$ cat src/rtl/salc_pkg.sv
// ---------------------------------------------------------------------------
// salc_pkg
// shared types and constants of the size-aware object cache
// ---------------------------------------------------------------------------
package salc_pkg;

  localparam int unsigned EntriesDefault = 1024;

  localparam int unsigned KeyW   = 32;
  localparam int unsigned SizeW  = 32;
  localparam int unsigned CapW   = 41;
  localparam int unsigned ThrW   = 33;
  localparam int unsigned EvcW   = 11;
  localparam int unsigned CfgIdxW = 2;
  localparam int unsigned CfgW   = 41;
  localparam int unsigned InDataW  = 64;
  localparam int unsigned OutDataW = 56;
  localparam int unsigned EntryW = KeyW + SizeW;

  localparam logic [CapW-1:0] CapReset = CapW'(64'd1073741824);
  localparam logic [ThrW-1:0] ThrReset = ThrW'(64'd4294967296);
  localparam logic [EvcW-1:0] EvcMax   = '1;

  localparam logic [CfgIdxW-1:0] RegCapacity  = 2'd0;
  localparam logic [CfgIdxW-1:0] RegFifoMode  = 2'd1;
  localparam logic [CfgIdxW-1:0] RegThreshold = 2'd2;

  // datapath operations issued by the controller
  typedef enum logic [3:0] {
    OP_NONE,
    OP_LOAD,
    OP_SRCH_RD,
    OP_SRCH_CMP,
    OP_DROP,
    OP_SD_RD,
    OP_SD_WR,
    OP_EV_RD,
    OP_EV_UPD,
    OP_HIT,
    OP_SU_START,
    OP_SU_RD,
    OP_SU_WR,
    OP_INS_WR,
    OP_FINISH
  } op_e;

  typedef struct packed {
    op_e op;
  } cmd_t;

  typedef struct packed {
    logic idx_eq_cnt;
    logic match;
    logic found;
    logic action;
    logic size_eq;
    logic fifo;
    logic pos_zero;
    logic admit_ok;
    logic need_evict;
    logic sd_done;
    logic idx_zero;
    logic out_free;
  } stat_t;

endpackage

$ cat src/rtl/salc_ctrl.sv
// ---------------------------------------------------------------------------
// salc_ctrl
// sequencer: search, drop, tail eviction, lru promotion, front insertion
// ---------------------------------------------------------------------------
module salc_ctrl (
  input  logic            clk_i,
  input  logic            rst_ni,
  input  logic            in_valid_i,
  output logic            in_ready_o,
  input  salc_pkg::stat_t stat_i,
  output salc_pkg::cmd_t  cmd_o
);

  typedef enum logic [3:0] {
    ST_IDLE,
    ST_SRCH_RD,
    ST_SRCH_CMP,
    ST_DECIDE,
    ST_SD_RD,
    ST_SD_WR,
    ST_ADMIT,
    ST_EV_CHK,
    ST_EV_UPD,
    ST_SU_RD,
    ST_SU_WR,
    ST_INS_WR,
    ST_FIN
  } state_e;

  state_e state_q, state_d;

  assign in_ready_o = (state_q == ST_IDLE);

  always_comb begin
    state_d   = state_q;
    cmd_o.op  = salc_pkg::OP_NONE;
    unique case (state_q)
      ST_IDLE: begin
        if (in_valid_i) begin
          cmd_o.op = salc_pkg::OP_LOAD;
          state_d  = ST_SRCH_RD;
        end
      end
      ST_SRCH_RD: begin
        if (stat_i.idx_eq_cnt) begin
          state_d = ST_DECIDE;
        end else begin
          cmd_o.op = salc_pkg::OP_SRCH_RD;
          state_d  = ST_SRCH_CMP;
        end
      end
      ST_SRCH_CMP: begin
        cmd_o.op = salc_pkg::OP_SRCH_CMP;
        state_d  = stat_i.match ? ST_DECIDE : ST_SRCH_RD;
      end
      ST_DECIDE: begin
        priority if (stat_i.action) begin
          if (stat_i.found) begin
            cmd_o.op = salc_pkg::OP_DROP;
            state_d  = ST_SD_RD;
          end else begin
            state_d = ST_FIN;
          end
        end else if (stat_i.found && stat_i.size_eq) begin
          cmd_o.op = salc_pkg::OP_HIT;
          state_d  = (stat_i.fifo || stat_i.pos_zero) ? ST_FIN : ST_SU_RD;
        end else if (stat_i.found) begin
          cmd_o.op = salc_pkg::OP_DROP;
          state_d  = ST_SD_RD;
        end else begin
          state_d = ST_ADMIT;
        end
      end
      ST_SD_RD: begin
        if (stat_i.sd_done) begin
          state_d = stat_i.action ? ST_FIN : ST_ADMIT;
        end else begin
          cmd_o.op = salc_pkg::OP_SD_RD;
          state_d  = ST_SD_WR;
        end
      end
      ST_SD_WR: begin
        cmd_o.op = salc_pkg::OP_SD_WR;
        state_d  = ST_SD_RD;
      end
      ST_ADMIT: state_d = stat_i.admit_ok ? ST_EV_CHK : ST_FIN;
      ST_EV_CHK: begin
        if (stat_i.need_evict) begin
          cmd_o.op = salc_pkg::OP_EV_RD;
          state_d  = ST_EV_UPD;
        end else begin
          cmd_o.op = salc_pkg::OP_SU_START;
          state_d  = ST_SU_RD;
        end
      end
      ST_EV_UPD: begin
        cmd_o.op = salc_pkg::OP_EV_UPD;
        state_d  = ST_EV_CHK;
      end
      ST_SU_RD: begin
        if (stat_i.idx_zero) begin
          state_d = ST_INS_WR;
        end else begin
          cmd_o.op = salc_pkg::OP_SU_RD;
          state_d  = ST_SU_WR;
        end
      end
      ST_SU_WR: begin
        cmd_o.op = salc_pkg::OP_SU_WR;
        state_d  = ST_SU_RD;
      end
      ST_INS_WR: begin
        cmd_o.op = salc_pkg::OP_INS_WR;
        state_d  = ST_FIN;
      end
      ST_FIN: begin
        if (stat_i.out_free) begin
          cmd_o.op = salc_pkg::OP_FINISH;
          state_d  = ST_IDLE;
        end
      end
      default: state_d = ST_IDLE;
    endcase
  end

  always_ff @(posedge clk_i or negedge rst_ni) begin
    if (!rst_ni) begin
      state_q <= ST_IDLE;
    end else begin
      state_q <= state_d;
    end
  end

endmodule

$ cat config.mk
export PLATFORM = sky130hd
export DESIGN_NAME = salc_ctrl
export DESIGN_NICKNAME = d
export VERILOG_FILES = /design/src/rtl/salc_pkg.sv /design/src/rtl/salc_ctrl.sv
export SDC_FILE = /design/constraint.sdc
export NUM_CORES = 1
export LEC_CHECK = 0
export ABC_AREA = 1
export ABC_CLOCK_PERIOD_IN_PS = 2900
export BUFFER_PORTS_ARGS = -buffer_cell sky130_fd_sc_hd__buf_2
export CORE_MARGIN = 2
export CORE_UTILIZATION = 40
export DETAILED_ROUTE_END_ITERATION = 8
export PLACE_DENSITY = 0.67
export SETUP_SLACK_MARGIN = 0.15
export SYNTH_ARGS = -nofsm -noshare
export SYNTH_HDL_FRONTEND = slang
export SYNTH_SLANG_ARGS = --single-unit
export TNS_END_PERCENT = 5
$ cat constraint.sdc
create_clock -name clk_i -period 2.9 [get_ports clk_i]
set_input_delay 0.145 -clock clk_i [delete_from_list [all_inputs] [get_ports clk_i]]
set_output_delay 0.145 -clock clk_i [all_outputs]
set_load 0.05 [all_outputs]
==> results.tsv, run 1 <==
stage	metric	value	unit
clock_network	clk_pin_slew_worst_paths	40	ps
sta	finalSetupViolations	0	
sta	hold_violations	0	
critical_path	crit_path_frequent_cell	inv_1	
die	die_width	41.2	um
hold_path	min_path_cells	3	
clock_network	cts.sinks	4	
layout	largest_reg_flops	4	
yosys	yosysMostFrequentCell	nand2_1	
grt	grt_max_degree	11	
routing	wl_met2	768	um
yosys	synth_edf_count	0	
routing	ant_nets	0	
sta	slew_headroom	0.752	
critical_path	critical_path_class	flip-flop to primary output	
routing	drt_first_iter_violations	26	
hold_path	worst_hold_path_type	input pin to flip-flop	
routing	wire_per_inst	11.8	um
yosys	synth_nets	111	
yosys	async_flop_share	1.00	
critical_path	path_max_fanout	7	
critical_path	reg2reg_from	state_q[3]	
yosys	synthDistinctLibCells	19	
yosys	synth_top_cell_by_area	nand2_1	
sta	setup_ws	959	ps
routing	routed.top_layer	met3	
routing	dr_wl_met3	139	um
routing	drc	0	
die	initial_core_util	0.425	
die	die_area	1700	um^2
hold_path	holdPathEnd	state_q[1]	
clock_network	clock_latency	230	ps
placed_design	dp_slack	1220	ps
critical_path	rr_endpoint	state_q[0]	
routing	drt-met1-wl	668	um
critical_path	cpPeakStageDelay	550	ps
grt	grt_pass1_wl	2.57	mm
power	power.density	1150	nW/um^2
routing	dr.pass1.iters	5	
clock_network	cts_tree	done	
critical_path	critPathArrivalTime	1800	ps
critical_path	cp_num_buf_inv	3	
sta	rsz0062_at_grt	false	
critical_path	path_cells	inv_1 -> nor2_2 -> nand2_2 -> o21ai_2 -> inv_1 -> o211ai_1 -> buf_2	
layout	largest_register	state_q	
run_status	status	finished clean	
flow_run	max_cap_violations	0	
yosys	synth_area_leaders	nand2_1 18%, dfrtp_1 18%, nor2_1 8.1%, nand4_1 7.9%, inv_1 7.5%	
die	ioPinCount	20	
critical_path	crit_family	flip-flops	
critical_path	cpMaxStageDelayCell	dfrtp_1	
clock_network	cts_buffers	3	
sta	tns	0	ps
die	coreArea	1300	um^2
yosys	yosysTopAreaCellShare	0.183	
grt	grt_pass1_vias	621	
yosys	synth.cell_area	553	um^2
power	leakagePower	0.000384	uW
clock_network	clk_path_buf_depth	2	
yosys	synth-seq-cells	4	
sta	fmax	0.515	GHz
layout	drive_gt1_frac	0.331	
clock_network	cts-htree-levels	1	
critical_path	worstSetupStartpointType	flip-flop	
yosys	synth_common_cells	27 x nand2_1, 12 x nor2_1, 11 x inv_1	
grt	antenna_found_initial	0	
critical_path	r2r_setup_slack	1530	ps
clock_network	postCtsSetupRepairBufs	0	
clock_network	cts_resized	0	
grt	track_usage	0.228	
routing	drt_wl_total	1.58	mm
sta	fin_crit_sh	0.669	
sta	fin_crit	1940	ps
sta	slew_viol_final	0	
placed_design	numPortBuffers	19	
routing	post_drt_via_cell_ratio	5.34	
routing	num_vias	710	
yosys	ys_seq_area_frac	0.181	
sta	tightestPinTransition	371	ps
placed_design	dpl.hpwl	1.26	mm
die	fp.dieH	41.2	um
layout	finalNetCount	135	
layout	areaGrowthSynthToFinish	25.1	%
hold_path	worstHoldStart	stat_i[10]	
layout	antennaDiodeCount	0	
critical_path	required	2760	ps
clock_network	cts-root-buf	clkbuf_4	
grt	overflow	0	
yosys	syn_area_per_cell	5.76	um^2
yosys	yosysWarnings	0	
yosys	netlist_instances	96	
die	num_rows	13	
critical_path	r2r_cells	6	
power	vdd_drop_max	574	uV
yosys	ys.flop_type	dfrtp_1	
placed_design	routabilityCongestion	0.911	
layout	top_regs	state_q (4)	
sta	fin_worst_skew	2.52	ps
critical_path	end_kind	primary output	
## worst reg2reg max path: cells and delay by family (launching register included)
kind | cells | cell delay, ps
and+or+nand+nor | 4 | 460
AOI/OAI and AO/OA | 1 | 130
buffers and inverters | 1 | 140
DFF | 1 | 550
## logic make-up (layout without fill, tap and decap cells)
family / after synthesis / in the layout / share of synthesized area
buffers and inverters: 17 / 39 / 0.122
AOI/OAI and AO/OA: 11 / 11 / 0.118
and+or+nand+nor: 64 / 64 / 0.579
DFF: 4 / 4 / 0.181
## metal layers
metal / global-route usage / vias up
met2: 0.375 / 38
li1: - / 358
met1: 0.321 / 314
met4: 0 / 0
met3: 0.0489 / 0
met5: 0 / -
## report_power, final
group	internal [uW]	switching [uW]	total, uW
Clock	46.2	22.0	68.3
Sequential	82.8	60.8	144
Combinational	158	426	584
## cell usage in the layout, fill, tap and decap left out
cell type | synthesis | final
nor2_8 | 1 | 1
nand4_1 | 7 | 7
nand3b_1 | 2 | 2
nand2_2 | 3 | 3
nor2_2 | 5 | 5
nand3_1 | 5 | 5
nor2_1 | 12 | 12
o211ai_1 | 1 | 1
dlygate4sd3_1 | 0 | 1
buf_2 | 0 | 19
o2111ai_1 | 1 | 1
clkbuf_4 | 0 | 3
nand3_2 | 2 | 2
inv_2 | 5 | 5
nand2_1 | 27 | 27
o21ai_1 | 1 | 1
dfrtp_1 | 4 | 4
o21ai_2 | 1 | 1
o21ai_0 | 4 | 4
a21oi_1 | 3 | 3
inv_1 | 11 | 11
## worst max-delay path by stage
| stage | start | end | slack, ps | depth (start not counted) |
|---|---|---|---|---|
| CTS | state_q[3] | cmd_o[1] | 960 | 7 |
| global route | state_q[3] | cmd_o[0] | 830 | 7 |
| finish | state_q[3] | cmd_o[1] | 960 | 7 |
| detailed placement | state_q[3] | cmd_o[1] | 1220 | 7 |
| global placement | state_q[3] | cmd_o[1] | 1260 | 7 |
| floorplan | state_q[3] | cmd_o[1] | 1210 | 4 |
## area by class of cell
cell class / count / area (um^2)
multi-input cells: 75 / 385
flip-flops and latches: 4 / 100
repair buffers: 20 / 105
inverters: 16 / 60.1
well taps: 15 / 18.8
clock buffers: 3 / 22.5
fillers: 141 / 609
## per-stage QoR
stage / area (um^2) / std cells / power, uW / utilization / hold WS [ps]
finish: 692 / 133 / 796 / 0.532 / 133
global route: 692 / 133 / 861 / 0.532 / 127
CTS: 692 / 133 / 796 / 0.532 / 124
detailed placement: 659 / 129 / 721 / 0.507 / -48.5
global placement: 659 / 129 / 722 / 0.507 / -50.0
floorplan: 553 / 96 / 597 / - / -151
## timing repair
item / 4_1_cts / 5_1_grt
hold endpoints to repair: 4 / 0
hold buffers: 1 / 0
endpoints found under the setup margin: 0 / 0
No activity file was read; power rests on OpenSTA's default activity.
==> run 2, diff against run 1 <==
- ABC_CLOCK_PERIOD_IN_PS: 2900 -> 1600
- PLACE_DENSITY: 0.67 -> 0.69
- clock period: 2.9 -> 1.6 ns (I/O delays scaled with it)
==> run 2 against run 1 <==
The run now ends with negative setup slack left. Total power rose by 130%. Hold slack lost 39 ps. Global-route usage increased by 2.5 points. Critical path depth stayed put. Die area did not move. Sequential share of layout area decreased by 1.6 points. Flip-flop and latch count stayed put. Non-clock buffer count is 8 higher. Core utilization rose by 9.8 points. Sequential power rose by 91%. Setup slack got worse by 980 ps. Largest cell class unchanged. Largest power group unchanged. Highest routed layer is now met4.
==> results.tsv, run 2 (synthesized netlist as in run 1, its figures left out) <==
stage	metric	value	unit	change
die	num_rows	13		unchanged
grt	grt_pass1_wl	2.74	mm	was 2.57 mm
layout	antennaDiodeCount	0		unchanged
sta	hold_violations	0		unchanged
die	fp.dieH	41.2	um	unchanged
hold_path	holdPathEnd	state_q[1]		unchanged
die	coreArea	1300	um^2	unchanged
sta	slew_viol_final	0		unchanged
sta	fin_worst_skew	6.56	ps	was 2.52 ps
layout	largest_reg_flops	4		unchanged
routing	drt_first_iter_violations	24		was 26
placed_design	dpl.hpwl	1.32	mm	was 1.26 mm
die	die_width	41.2	um	unchanged
routing	post_drt_via_cell_ratio	5.26		was 5.34
clock_network	cts-root-buf	clkbuf_4		unchanged
layout	stdcell_count	141		was 133
sta	fmax	0.617	GHz	
sta	fin_crit	1620	ps	
critical_path	end_kind	primary output		unchanged
sta	fin_crit_sh	1.01		
die	initial_core_util	0.425		unchanged
grt	overflow	0		unchanged
layout	final_area	820	um^2	was 692 um^2
die	ioPinCount	20		unchanged
critical_path	critical_path_class	flip-flop to primary output		unchanged
placed_design	numPortBuffers	19		unchanged
routing	wire_per_inst	12.1	um	was 11.8 um
grt	grt_pass1_vias	684		was 621
sta	slew_headroom	0.836		was 0.752
layout	final_common_cell	nand2_1		unchanged
sta	rsz0062_at_grt	true		was false
layout	final_cell_mix	24 x nand2_1, 15 x buf_2, 11 x nor2_1, 10 x inv_1, 8 x buf_4		was 27 x nand2_1, 19 x buf_2, 12 x nor2_1, 11 x inv_1, 7 x nand4_1
placed_design	routabilityCongestion	0.900		was 0.911
sta	tns	-56.9	ps	was 0 ps
critical_path	required	1520	ps	was 2760 ps
critical_path	worstSetupStartpointType	flip-flop		unchanged
routing	drc	0		unchanged
layout	top_regs	state_q (4)		unchanged
critical_path	reg2reg_from	state_q[1]		was state_q[3]
routing	num_vias	742		was 710
power	leakagePower	0.000430	uW	was 0.000384 uW
critical_path	cpMaxStageDelayCell	dfrtp_2		was dfrtp_1
layout	post-route-util	0.630		was 0.532
critical_path	r2r_cells	6		unchanged
clock_network	cts_buffers	3		unchanged
placed_design	dpl_cell_area	697	um^2	was 659 um^2
hold_path	worstHoldStart	stat_i[10]		unchanged
power	vdd_drop_max	999	uV	was 574 uV
critical_path	path_cells	nor2_4 -> buf_4 -> nand3_2 -> o21ai_1 -> inv_1 -> nand3_1 -> buf_6		was inv_1 -> nor2_2 -> nand2_2 -> o21ai_2 -> inv_1 -> o211ai_1 -> buf_2
routing	drt_wl_total	1.71	mm	was 1.58 mm
layout	areaGrowthSynthToFinish	48.2	%	was 25.1%
critical_path	critPathArrivalTime	1540	ps	was 1800 ps
clock_network	cts-htree-levels	1		unchanged
layout	drive_gt1_frac	0.444		was 0.331
critical_path	r2r_setup_slack	340	ps	was 1530 ps
clock_network	clk_pin_slew_worst_paths	40	ps	about the same
layout	fill_cells	121		was 141
layout	largest_register	state_q		unchanged
grt	grt_max_degree	11		unchanged
sta	finalSetupViolations	3		was 0
hold_path	min_path_cells	3		unchanged
clock_network	clk_path_buf_depth	2		unchanged
layout	finalNetCount	143		was 135
run_status	status	finished, violations left		was finished clean
placed_design	dp_cells	132		was 129
critical_path	path_max_fanout	5		was 7
hold_path	worst_hold_path_type	input pin to flip-flop		unchanged
grt	antenna_found_initial	0		unchanged
grt	track_usage	0.252		was 0.228
clock_network	clock_latency	240	ps	was 230 ps
flow_run	max_cap_violations	0		unchanged
critical_path	rr_endpoint	state_q[0]		unchanged
routing	dr.pass1.iters	4		was 5
die	die_area	1700	um^2	unchanged
sta	tightestPinTransition	247	ps	was 371 ps
clock_network	cts.sinks	4		unchanged
clock_network	cts_tree	done		unchanged
sta	setup_ws	-20.9	ps	was 959 ps
power	power.density	2200	nW/um^2	was 1150 nW/um^2
run_status	violations	negative setup slack		
routing	ant_nets	0		unchanged
critical_path	cpPeakStageDelay	470	ps	was 550 ps
run 2: cell count changes in the layout (fill, tap and decap cells not counted), sizes merged:
| cell | previous run | this run |
|---|---|---|
| buf | 19 | 27 |
run 2: layout make-up:
class	instances	area, um^2	area share
tap	15	18.8	0.0229
timing repair buffer	28	190	0.232
sequential	4	105	0.128
clock buffer	3	22.5	0.0275
inverter	16	67.6	0.0824
multi-input combinational	75	415	0.507
run 2: per-layer routing:
metal	global-route usage	wire, um	vias to the layer above
li1	-	-	373
met1	0.318	714	322
met2	0.395	832	41
met3	0.0870	114	6
met4	0.0887	50	0
met5	0	0	-
run 2: how the worst max path moves through the flow:
| stage | startpoint | end | slack, ps | cells past startpoint |
|---|---|---|---|---|
| floorplan | state_q[3] | cmd_o[1] | 50 | 4 |
| global placement | state_q[3] | cmd_o[1] | 90 | 7 |
| detailed placement | state_q[3] | cmd_o[1] | 50 | 7 |
| CTS | state_q[0] | cmd_o[1] | -6 | 8 |
| global route | state_q[0] | cmd_o[1] | -90 | 8 |
| finish | state_q[1] | cmd_o[2] | -20 | 7 |
run 2: critical path, delay by kind of cell (launching register included):
family / cells / cell delay, ps
and+or+nand+nor: 3 / 370
AOI/OAI and AO/OA: 1 / 90
buffers and inverters: 3 / 370
DFF: 1 / 470
run 2: power by group:
| part | switching, uW | internal, uW |
|---|---|---|
| Combinational | 879 | 525 |
| Sequential | 115 | 160 |
| Clock | 42.4 | 84.0 |
| Total | 1040 | 769 |
run 2: stage by stage:
| stage | hold slack, ps | setup WS, ps | power [uW] |
|---|---|---|---|
| after floorplan | -216 | 52.5 | 1130 |
| after global placement | -114 | 89.9 | 1390 |
| after detailed placement | -111 | 46.5 | 1390 |
| after CTS | 83.2 | -6.28 | 1710 |
| after global routing | 77.3 | -89.9 | 1930 |
| final | 93.9 | -20.9 | 1810 |
run 2: repair_timing:
action / CTS / global route
pin swaps: 5 / 5
hold buffers: 1 / 0
resized for setup: 19 / 1
setup buffers: 1 / 4
hold endpoints to repair: 4 / 0
setup endpoints to repair: 5 / 5
